## src/hw/rtl/tcp_rtt_sampler_rto_estimator_defines.svh

```systemverilog
`ifndef TCP_RTT_SAMPLER_RTO_ESTIMATOR_DEFINES_SVH
`define TCP_RTT_SAMPLER_RTO_ESTIMATOR_DEFINES_SVH

// Same-cycle implication, sampled on clk, off while rst_n is low.
`define RTOEST_ASSERT_NOW(label, ante, cons, msg) \
    label: assert property (@(posedge clk) disable iff (!rst_n) (ante) |-> (cons)) \
        else $error(msg);

// Next-cycle implication, sampled on clk, off while rst_n is low.
`define RTOEST_ASSERT_NEXT(label, ante, cons, msg) \
    label: assert property (@(posedge clk) disable iff (!rst_n) (ante) |=> (cons)) \
        else $error(msg);

`endif

```

## src/hw/rtl/rtoest_pkg.sv

```systemverilog
`default_nettype none

package rtoest_pkg;

    localparam int unsigned CFG_IDX_W  = 1;
    localparam int unsigned CFG_DATA_W = 16;

    localparam logic [CFG_IDX_W-1:0] REG_MIN_TIMEOUT = 1'b0;
    localparam logic [CFG_IDX_W-1:0] REG_GRANULARITY = 1'b1;

    localparam logic [CFG_DATA_W-1:0] MIN_TIMEOUT_RST = 16'd1000;
    localparam logic [CFG_DATA_W-1:0] GRANULARITY_RST = 16'd100;
    localparam logic [31:0]           TIMEOUT_RST     = 32'd1000;

    typedef enum logic
    {
        OP_SEND = 1'b0,
        OP_ACK  = 1'b1
    } opcode_t;

    typedef struct packed
    {
        opcode_t     opcode;
        logic [31:0] now_ms;
        logic [31:0] segment_first;
        logic [31:0] segment_end;
        logic [31:0] send_frontier;
        logic        resend;
        logic [31:0] acked_number;
        logic [31:0] oldest_unacked;
    } item_t;

    typedef struct packed
    {
        logic        timing_started;
        logic        sample_taken;
        logic [31:0] rtt_sample_ms;
        logic [31:0] smoothed_ms;
        logic [31:0] variation_ms;
        logic [31:0] timeout_ms;
    } result_t;

endpackage

`default_nettype wire

```

## src/hw/rtl/rtoest_item_if.sv

```systemverilog
`default_nettype none

interface rtoest_item_if;
    import rtoest_pkg::*;

    logic  valid;
    logic  ready;
    item_t data;

    modport source (output valid, output data, input ready);
    modport sink   (input valid, input data, output ready);
endinterface

`default_nettype wire

```

## src/hw/rtl/rtoest_result_if.sv

```systemverilog
`default_nettype none

interface rtoest_result_if;
    import rtoest_pkg::*;

    logic    valid;
    logic    ready;
    result_t data;

    modport source (output valid, output data, input ready);
    modport sink   (input valid, input data, output ready);
endinterface

`default_nettype wire

```

## src/hw/rtl/tcp_rtt_sampler_rto_estimator.sv

```systemverilog
// Channel   Dir  Handshake       Payload
// items     in   valid/ready     send or ack event (item_t)
// results   out  valid/ready     RTT sample and estimator state (result_t)
// cfg       in   cfg_wr_en only  min timeout, clock granularity
//
// One item per cycle while the result output is not stalled.
// Stages: input register, RTT/state update, timeout compute into the output register.
// The estimator state is updated as an item leaves the input register.
// A stalled result holds the pipe stage by stage; empty stages still fill.
// Reset clears estimator state, timeout goes to 1000 ms, config to reset values.
`default_nettype none
`include "tcp_rtt_sampler_rto_estimator_defines.svh"

module tcp_rtt_sampler_rto_estimator
(
    input  logic                             clk,
    input  logic                             rst_n,
    input  logic                             cfg_wr_en,
    input  logic [rtoest_pkg::CFG_IDX_W-1:0]  cfg_index,
    input  logic [rtoest_pkg::CFG_DATA_W-1:0] cfg_data,
    rtoest_item_if.sink                      items,
    rtoest_result_if.source                  results
);
    import rtoest_pkg::*;

    typedef struct packed
    {
        logic        started;
        logic        taken;
        logic [31:0] rtt;
        logic [31:0] srtt;
        logic [31:0] spread;
    } stage_t;

    // configuration
    logic [CFG_DATA_W-1:0] min_timeout_reg;
    logic [CFG_DATA_W-1:0] granularity_reg;

    // estimator state
    logic        timing_active_reg, timing_active_next;
    logic [31:0] timed_seq_reg, timed_seq_next;
    logic [31:0] sent_time_reg, sent_time_next;
    logic [31:0] srtt_reg, srtt_next;
    logic [31:0] spread_reg, spread_next;
    logic        awaiting_first_reg, awaiting_first_next;
    logic [31:0] timeout_reg, timeout_next;

    // pipeline
    logic    a_valid_reg;
    item_t   a_item_reg;
    logic    b_valid_reg;
    stage_t  b_reg, b_next;
    logic    out_valid_reg;
    result_t out_reg;

    logic a_adv;
    logic b_free;
    logic out_load;

    // stage A datapath
    logic        start;
    logic        take;
    logic [31:0] rtt;
    logic [32:0] diff_fwd;
    logic [31:0] diff;
    logic [33:0] spread3;
    logic [34:0] srtt7;
    logic [31:0] spread_upd;
    logic [31:0] srtt_upd;

    // stage B datapath
    logic [33:0] spread4;
    logic [33:0] var_floor;
    logic [34:0] rto_sum;
    logic [34:0] rto_low;
    logic [31:0] rto_sat;
    logic [31:0] b_timeout;

    assign out_load    = b_valid_reg && (!out_valid_reg || results.ready);
    assign b_free      = !b_valid_reg || out_load;
    assign a_adv       = a_valid_reg && b_free;
    assign items.ready = !a_valid_reg || a_adv;

    assign results.valid = out_valid_reg;
    assign results.data  = out_reg;

    always_ff @(posedge clk or negedge rst_n)
    begin
        if (!rst_n)
        begin
            min_timeout_reg <= MIN_TIMEOUT_RST;
            granularity_reg <= GRANULARITY_RST;
        end
        else if (cfg_wr_en)
        begin
            unique case (cfg_index)
                REG_MIN_TIMEOUT: min_timeout_reg <= cfg_data;
                REG_GRANULARITY: granularity_reg <= cfg_data;
                default:
                begin
                end
            endcase
        end
    end

    always_comb
    begin
        start = (a_item_reg.opcode == OP_SEND) && !timing_active_reg && !a_item_reg.resend
                && (a_item_reg.segment_first != a_item_reg.segment_end)
                && (a_item_reg.segment_end == a_item_reg.send_frontier);
        take  = (a_item_reg.opcode == OP_ACK)
                && (a_item_reg.acked_number != a_item_reg.oldest_unacked)
                && timing_active_reg && (a_item_reg.acked_number > timed_seq_reg);

        rtt      = a_item_reg.now_ms - sent_time_reg;
        diff_fwd = {1'b0, srtt_reg} - {1'b0, rtt};
        diff     = diff_fwd[32] ? (rtt - srtt_reg) : diff_fwd[31:0];

        // 3/4 and 7/8 terms truncate on their own
        spread3    = {2'b00, spread_reg} + {1'b0, spread_reg, 1'b0};
        srtt7      = {srtt_reg, 3'b000} - {3'b000, srtt_reg};
        spread_upd = spread3[33:2] + {2'b00, diff[31:2]};
        srtt_upd   = srtt7[34:3] + {3'b000, rtt[31:3]};
    end

    always_comb
    begin
        timing_active_next  = timing_active_reg;
        timed_seq_next      = timed_seq_reg;
        sent_time_next      = sent_time_reg;
        srtt_next           = srtt_reg;
        spread_next         = spread_reg;
        awaiting_first_next = awaiting_first_reg;

        if (a_adv && start)
        begin
            timing_active_next = 1'b1;
            timed_seq_next     = a_item_reg.segment_first;
            sent_time_next     = a_item_reg.now_ms;
        end

        if (a_adv && take)
        begin
            timing_active_next  = 1'b0;
            awaiting_first_next = 1'b0;
            if (awaiting_first_reg)
            begin
                srtt_next   = rtt;
                spread_next = {1'b0, rtt[31:1]};
            end
            else
            begin
                srtt_next   = srtt_upd;
                spread_next = spread_upd;
            end
        end

        b_next.started = start;
        b_next.taken   = take;
        b_next.rtt     = take ? rtt : 32'd0;
        b_next.srtt    = srtt_next;
        b_next.spread  = spread_next;
    end

    always_comb
    begin
        spread4   = {b_reg.spread, 2'b00};
        var_floor = (spread4 > {18'd0, granularity_reg}) ? spread4 : {18'd0, granularity_reg};
        rto_sum   = {3'b000, b_reg.srtt} + {1'b0, var_floor};
        rto_low   = (rto_sum > {19'd0, min_timeout_reg}) ? rto_sum : {19'd0, min_timeout_reg};
        rto_sat   = (|rto_low[34:32]) ? 32'hFFFF_FFFF : rto_low[31:0];
        b_timeout = b_reg.taken ? rto_sat : timeout_reg;

        timeout_next = out_load ? b_timeout : timeout_reg;
    end

    always_ff @(posedge clk or negedge rst_n)
    begin
        if (!rst_n)
        begin
            timing_active_reg  <= 1'b0;
            timed_seq_reg      <= 32'd0;
            sent_time_reg      <= 32'd0;
            srtt_reg           <= 32'd0;
            spread_reg         <= 32'd0;
            awaiting_first_reg <= 1'b1;
            timeout_reg        <= TIMEOUT_RST;
            a_valid_reg        <= 1'b0;
            b_valid_reg        <= 1'b0;
            out_valid_reg      <= 1'b0;
        end
        else
        begin
            timing_active_reg  <= timing_active_next;
            timed_seq_reg      <= timed_seq_next;
            sent_time_reg      <= sent_time_next;
            srtt_reg           <= srtt_next;
            spread_reg         <= spread_next;
            awaiting_first_reg <= awaiting_first_next;
            timeout_reg        <= timeout_next;
            if (items.ready)
            begin
                a_valid_reg <= items.valid;
            end
            if (b_free)
            begin
                b_valid_reg <= a_adv;
            end
            if (!out_valid_reg || results.ready)
            begin
                out_valid_reg <= b_valid_reg;
            end
        end
    end

    always_ff @(posedge clk)
    begin
        if (items.valid && items.ready)
        begin
            a_item_reg <= items.data;
        end
        if (a_adv)
        begin
            b_reg <= b_next;
        end
        if (out_load)
        begin
            out_reg.timing_started <= b_reg.started;
            out_reg.sample_taken   <= b_reg.taken;
            out_reg.rtt_sample_ms  <= b_reg.rtt;
            out_reg.smoothed_ms    <= b_reg.srtt;
            out_reg.variation_ms   <= b_reg.spread;
            out_reg.timeout_ms     <= b_timeout;
        end
    end

    // a measurement only ends through a sample
    `RTOEST_ASSERT_NOW(a_timing_ends_on_sample, $fell(timing_active_reg),
        $past(a_adv && take), "timing ended without a sample")

    // first sample leaves the variation at half the smoothed RTT
    `RTOEST_ASSERT_NOW(a_first_sample_half, $fell(awaiting_first_reg),
        spread_reg == {1'b0, srtt_reg[31:1]}, "first sample variation mismatch")

    // the presented timeout always tracks the stored timeout
    `RTOEST_ASSERT_NEXT(a_timeout_tracks, out_load,
        results.data.timeout_ms == timeout_reg, "result timeout differs from state")

endmodule

`default_nettype wire
```

## src/flat_wrapper.sv

```systemverilog
// flat-port wrapper written by rule: the top's interface ports become plain ports
module tcp_rtt_sampler_rto_estimator_flat import rtoest_pkg::*;
  (clk, rst_n, cfg_wr_en, cfg_index, cfg_data, items_valid, items_data, items_ready, results_valid, results_data, results_ready);
  rtoest_item_if items_i ();
  rtoest_result_if results_i ();
  input  logic clk;
  input  logic rst_n;
  input  logic cfg_wr_en;
  input  logic [rtoest_pkg::CFG_IDX_W-1:0] cfg_index;
  input  logic [rtoest_pkg::CFG_DATA_W-1:0] cfg_data;
  input wire logic [$bits(items_i.valid)-1:0] items_valid;
  input wire logic [$bits(items_i.data)-1:0] items_data;
  output wire logic [$bits(items_i.ready)-1:0] items_ready;
  output wire logic [$bits(results_i.valid)-1:0] results_valid;
  output wire logic [$bits(results_i.data)-1:0] results_data;
  input wire logic [$bits(results_i.ready)-1:0] results_ready;
  assign items_i.valid = items_valid;
  assign items_i.data = items_data;
  assign items_ready = items_i.ready;
  assign results_valid = results_i.valid;
  assign results_data = results_i.data;
  assign results_i.ready = results_ready;
  tcp_rtt_sampler_rto_estimator u_core (.clk(clk), .rst_n(rst_n), .cfg_wr_en(cfg_wr_en), .cfg_index(cfg_index), .cfg_data(cfg_data), .items(items_i), .results(results_i));
endmodule
```

## config.mk

```make
export PLATFORM = sky130hd
export DESIGN_NAME = tcp_rtt_sampler_rto_estimator_flat
export DESIGN_NICKNAME = d
export VERILOG_FILES = /design/src/hw/rtl/rtoest_pkg.sv /design/src/hw/rtl/rtoest_item_if.sv /design/src/hw/rtl/rtoest_result_if.sv /design/src/hw/rtl/tcp_rtt_sampler_rto_estimator.sv /design/src/flat_wrapper.sv
export VERILOG_INCLUDE_DIRS = /design/src /design/src/hw/rtl
export SDC_FILE = /design/constraint.sdc
export NUM_CORES = 1
export LEC_CHECK = 0
export ABC_AREA = 1
export BUFFER_PORTS_ARGS = -buffer_cell sky130_fd_sc_hd__buf_2
export CAP_MARGIN = 20
export CORE_MARGIN = 2
export CORE_UTILIZATION = 55
export CTS_CLUSTER_DIAMETER = 80
export DETAILED_ROUTE_END_ITERATION = 7
export PLACE_DENSITY = 0.75
export SKIP_CTS_REPAIR_TIMING = 1
export SLEW_MARGIN = 0
export SYNTH_ARGS = -nofsm -noshare
export SYNTH_HDL_FRONTEND = slang
export SYNTH_SLANG_ARGS = --single-unit
```

## constraint.sdc

```tcl
create_clock -name clk -period 13.15 [get_ports clk]
set_input_delay 2.63 -clock clk [delete_from_list [all_inputs] [get_ports clk]]
set_output_delay 2.63 -clock clk [all_outputs]
set_load 0.02 [all_outputs]
```

==> impl_metrics.csv, run 1 <==
group,metric,value,unit
status,status,"complete, no violations",
drt,vias,32004,
worst_setup_path,cp.arrival,8.58,ns
final_layout,final_nets,5317,
floorplan,die-area,72400,µm²
clock_network,cts_buffers,69,
floorplan,die_h,269,µm
power_and_ir_drop,power_switching,1.87,mW
power_and_ir_drop,p_sw_share,32.1,%
place,hpwl,89700,µm
clock_network,clk_path_buf_depth,3,
grt,antenna_found_initial,8,
grt,overflow,0,
worst_setup_path,path_class,"flop to flop",
final_layout,final_common_cell,"nand2_1",
synth,synth-async-reset-ratio,31.8,%
timing,rsz0062_at_grt,"no",
synth,yosys_warnings,0,
drt,drt_iter0_drc,2691,
power_and_ir_drop,p_comb_share,23.4,%
final_layout,final_cells,5795,
power_and_ir_drop,ir_drop,0.137,mV
synth,synthesis.area,38600,µm²
timing,fin_tns_setup,0,ns
power_and_ir_drop,p_leak,20.5,nW
place,port_buffers,347,
timing,clock_skew,0.0241,ns
grt,grt_max_degree,127,
worst_setup_path,crit_required,13.51,ns
timing,tightest_slew,1.10,ns
grt,grt_pass1_wl,172000,µm
timing,timing.final.crit_share,62.5,%
synth,synth-seq-cells,619,
final_layout,layout-area-overhead-vs-synth,13.0,%
clock_network,clk_pin_slew_worst_paths,0.06,ns
power_and_ir_drop,power.share.sequential,43.0,%
drt,vias_per_cell,5.52,
flow_run,cap_violations,0,
worst_setup_path,slowest_stage,"o21ai_0",
final_layout,most-common-layout-cells,"nand2_1 (962), inv_1 (610), edfxtp_1 (422)",
worst_setup_path,r2r_cells,48,
grt,grtUsageTotal,31.2,%
final_layout,drive_gt1_share,13.5,%
clock_network,clk_latency,0.64,ns
timing,slew_headroom,26.9,%
power_and_ir_drop,p_per_area,134,nW/µm²
drt,ant_nets,0,
min_path,min_path_type,"flop to flop",
clock_network,clock-sinks,619,
power_and_ir_drop,clkPwrFrac,33.5,%
drt,dr.pass1.iters,5,
floorplan,coreArea,69800,µm²
place,numPlacedInstances,5658,
floorplan,die_w,269,µm
floorplan,rows,97,
worst_setup_path,crit_start,"u_core.a_item_reg[161]",
clock_network,cts_max_level,3,
worst_setup_path,cp_common_cell,"nand2_1",
place,place.gp.congestion,1.02,
clock_network,root_buffer,"clkbuf_16",
worst_setup_path,crit_fanout,31,
timing,hold_violations,0,
synth,ys.flop_type,"edfxtp_1",
floorplan,initial_core_util,55.4,%
worst_setup_path,timing.rr.start,"u_core.a_item_reg[161]",
synth,synth_fp_nets,4977,
timing,slew_violations,0,
worst_setup_path,reg2reg_slack,4.93,ns
drt,route.detailed.drc,0,
worst_setup_path,r2r-end,"u_core.b_reg[28]",
grt,grt_pass1_vias,31557,
timing,fmaxAchievable,122,MHz
worst_setup_path,crit_path_end,"u_core.b_reg[28]",
timing,finalSetupViolations,0,
floorplan,io_pins,348,
final_layout,largest_reg_flops,194,
synth,syn-instance-count,4450,
final_layout,utilization,62.6,%
timing,holdWs,0.409,ns
clock_network,cts_tree,"yes",
drt,routedWlPerCell,19.4,µm
worst_setup_path,endpoint_kind,"flop",
synth,avgSynthCellArea,8.68,µm²
timing,finalCriticalPeriod,8.22,ns
synth,synth_cell_types,66,
synth,ys_seq_area_share,45.6,%
power_and_ir_drop,intPower,3.96,mW
worst_setup_path,slowest_delay,0.58,ns
drt,routed_wl,112000,µm
worst_setup_path,cp-start-kind,"flop",
synth,synth_edf_count,422,
-- routing by layer --
metal | track usage [%] | vias up | wire (µm)
met5 | 0 | - | 0
met4 | 13.0 | 0 | 4870
met3 | 3.72 | 238 | 6350
met2 | 53.0 | 1046 | 53700
met1 | 40.5 | 15045 | 47600
li1 | - | 15675 | -
-- worst max-delay path: cells and delay by family (launching register included) --
family,cells,cell delay (ns)
compound gates,9,1.72
buf+inv,9,1.00
flops,1,0.36
fa+ha+maj,5,1.52
simple gates,25,3.32
-- final cells by class --
type                    count  area, µm²
clock inverters            42        445
flip-flops and latches    619      17600
fillers                  5993      26100
clock buffers              86       1870
well taps                 940       1180
multi-input cells        3103      18200
inverters                 631       2380
diodes                      8       20.0
repair buffers            366       1910
-- power groups by stage --
stage	clock (mW)	sequential [mW]	combinational, mW
4_1_cts	1.98	2.51	1.37
6_report	1.95	2.51	1.37
5_1_grt	2.06	2.53	1.53
3_5_place_dp	0	2.54	1.36
3_3_place_gp	0	2.54	1.34
2_1_floorplan	0	2.62	0.860
-- cell families (layout without fill, tap and decap cells) --
family | count (synthesis) | in the layout | synth area share (%)
simple gates | 1666 | 1666 | 18.7
compound gates | 901 | 901 | 13.1
buf+inv | 728 | 1125 | 7.23
flops | 619 | 619 | 45.6
fa+ha+maj | 311 | 311 | 10.2
xor+xnor | 225 | 225 | 5.17
other cells | 0 | 8 | 0
-- stage by stage --
step	setup WS, ns	total power, mW	area [µm²]
5_1_grt	4.09	6.12	43700
2_1_floorplan	5.77	3.48	38600
6_report	4.93	5.83	43700
3_5_place_dp	5.00	3.90	41300
4_1_cts	4.96	5.86	43600
3_3_place_gp	5.25	3.88	41300
-- cells in the mapped netlist (36+ instances only) --
cell type  count  area share (%)
a21oi_1      352             4.6
clkbuf_1      63            0.61
dfrtp_1      181              12
edfxtp_1     422              33
ha_1         306             9.9
inv_1        613             6.0
nand2_1      963             9.4
nand3_1      157             2.0
nand4_1       54            0.87
nor2_1       288             2.8
nor3_1        36            0.47
o21ai_0      318             4.1
or2_2         54            0.87
xnor2_1       89             2.0
xor2_1       134             3.0
-- worst min path at each step --
stage                           startpoint  depth (start not counted)                  endpoint
final                     u_core.b_reg[85]                          0  u_core.results.data[117]
after floorplan           u_core.b_reg[68]                          0  u_core.results.data[100]
after CTS                 u_core.b_reg[81]                          0  u_core.results.data[113]
after detailed placement  u_core.b_reg[69]                          0  u_core.results.data[101]
after global routing      u_core.b_reg[81]                          0  u_core.results.data[113]
after global placement    u_core.b_reg[95]                          0  u_core.results.data[127]
Note: power is estimated with default switching activity, not from simulation.
==> inputs of run 2 (changes only) <==
--- a/config.mk
+++ b/config.mk
@@ -13,7 +13,7 @@
 export CORE_UTILIZATION = 55
 export CTS_CLUSTER_DIAMETER = 80
 export DETAILED_ROUTE_END_ITERATION = 7
-export PLACE_DENSITY = 0.75
+export PLACE_DENSITY = 0.78
 export SKIP_CTS_REPAIR_TIMING = 1
 export SLEW_MARGIN = 0
 export SYNTH_ARGS = -nofsm -noshare
==> constraint.sdc (replaced) <==
create_clock -name clk -period 7.15 [get_ports clk]
set_input_delay 1.43 -clock clk [delete_from_list [all_inputs] [get_ports clk]]
set_output_delay 1.43 -clock clk [all_outputs]
set_load 0.02 [all_outputs]
==> run 2 against run 1 <==
Effect of this change: wire length increased by 0.76%; total power rose by 86%; worst hold slack better by 0.0074 ns; largest cell class unchanged; clock skew increased by 0.0081 ns; via count up 1.4%; highest routed layer is now met5; non-clock buffer count increased by 32; global-route usage about the same; largest power group unchanged.
==> impl_metrics.csv, run 2 (same netlist as run 1, synthesis figures left out) <==
group,metric,value,unit
status,status,"complete, no violations",
grt,overflow,0,
worst_setup_path,cp-start-kind,"flop",
min_path,min_from,"u_core.b_reg[86]",
timing,hold_violations,0,
floorplan,die-area,72400,µm²
timing,finalCriticalPeriod,6.67,ns
grt,grtUsageTotal,31.2,%
worst_setup_path,cp_common_cell,"inv_1",
final_layout,utilization,63.2,%
drt,vias_per_cell,5.57,
final_layout,most-common-layout-cells,"nand2_1 (960), inv_1 (609), edfxtp_1 (422)",
place,numPlacedInstances,5686,
min_path,hold_end,"u_core.results.data[118]",
timing,slew_violations,0,
drt,drt_iter0_drc,2562,
clock_network,cts_tree,"yes",
drt,dr.pass1.iters,5,
clock_network,clock-sinks,619,
drt,vias,32442,
clock_network,cts_max_level,3,
final_layout,final_nets,5348,
grt,grt_max_degree,177,
grt,grt_pass1_vias,31650,
worst_setup_path,endpoint_kind,"flop",
final_layout,area.sequential,17600,µm²
worst_setup_path,slowest_delay,0.45,ns
floorplan,rows,97,
worst_setup_path,slowest_stage,"fa_1",
timing,timing.final.crit_share,93.3,%
place,place.gp.congestion,0.998,
timing,clock_skew,0.0322,ns
final_layout,multiInputGateArea,18400,µm²
clock_network,clk_latency,0.64,ns
clock_network,clk_path_buf_depth,3,
worst_setup_path,reg2reg_slack,0.48,ns
worst_setup_path,path_buf_inv,10,
final_layout,final_cells,5827,
timing,finalSetupViolations,0,
final_layout,drive_gt1_share,14.4,%
timing,fmaxAchievable,150,MHz
min_path,hold_path_depth,0,
drt,routed_wl,113000,µm
clock_network,clk_pin_slew_worst_paths,0.06,ns
floorplan,initial_core_util,55.4,%
final_layout,layout-area-overhead-vs-synth,14.1,%
floorplan,die_h,269,µm
worst_setup_path,r2r-end,"u_core.b_reg[28]",
final_layout,largest_reg_flops,194,
grt,antenna_found_initial,13,
worst_setup_path,cp_top_family,"simple AND/OR/NAND/NOR gates",
clock_network,cts_buffers,68,
place,hpwl,89200,µm
worst_setup_path,crit_fanout,10,
drt,ant_nets,0,
worst_setup_path,cp.arrival,7.04,ns
drt,route.detailed.drc,0,
worst_setup_path,timing.rr.start,"u_core.a_item_reg[161]",
final_layout,final_common_cell,"nand2_1",
final_layout,fillers,5890,
power_and_ir_drop,p_per_area,246,nW/µm²
min_path,min_path_type,"flop to flop",
worst_setup_path,crit_required,7.52,ns
floorplan,io_pins,348,
worst_setup_path,path_class,"flop to flop",
flow_run,cap_violations,0,
power_and_ir_drop,p_leak,20.7,nW
timing,tightest_slew,1.07,ns
floorplan,die_w,269,µm
timing,slew_headroom,28.7,%
floorplan,coreArea,69800,µm²
clock_network,root_buffer,"clkbuf_16",
worst_setup_path,r2r_cells,47,
grt,grt_pass1_wl,172000,µm
timing,holdWs,0.417,ns
drt,routedWlPerCell,19.4,µm
power_and_ir_drop,ir_drop,0.227,mV
place,port_buffers,347,
==> run 2: power breakdown <==
part	internal (mW)	leakage (nW)	total, mW	switching [mW]
logic	0.831	13.6	2.57	1.73
clock network	2.14	1.12	3.65	1.51
registers	4.41	6.01	4.62	0.213
total	7.38	20.7	10.8	3.46
==> run 2: final cells by class <==
type                    instances  area share [%]
clock buffers                  87            4.16
clock inverters                38            1.18
flip-flops and latches        619            40.0
multi-input cells            3103            41.6
inverters                     631            5.40
repair buffers                398            4.93
diodes                         11          0.0624
well taps                     940            2.67
==> run 2: per-layer routing <==
| layer | global-route usage, % | part of all wire (%) | routed length [µm] |
|---|---|---|---|
| met3 | 4.12 | 6.6 | 7480 |
| met1 | 40.4 | 41 | 46800 |
| met4 | 14.7 | 5.0 | 5670 |
| met2 | 52.0 | 47 | 53300 |
| met5 | 0 | 0.0062 | 7 |
==> run 2: worst max-delay path by stage <==
stage                            from          endpoint  slack, ns  cells after the start
2_1_floorplan  u_core.a_item_reg[161]  u_core.b_reg[28]       0.88                     49
3_3_place_gp   u_core.a_item_reg[161]  u_core.b_reg[31]       0.18                     48
3_5_place_dp   u_core.a_item_reg[161]  u_core.b_reg[31]       0.03                     48
4_1_cts        u_core.a_item_reg[161]  u_core.b_reg[31]    -0.0007                     48
5_1_grt        u_core.a_item_reg[163]  u_core.b_reg[28]      -0.03                     43
6_report       u_core.a_item_reg[161]  u_core.b_reg[28]       0.48                     47
==> run 2: metrics by stage <==
stage / TNS, ns / power (mW) / setup slack [ns] / cell area (µm²)
floorplan: 0 / 6.40 / 0.875 / 38600
global placement: 0 / 7.15 / 0.177 / 41500
detailed placement: 0 / 7.21 / 0.0264 / 41500
CTS: -0.000691 / 10.9 / -0.000691 / 43900
global route: -0.0294 / 11.4 / -0.0294 / 44100
finish: 0 / 10.8 / 0.477 / 44100
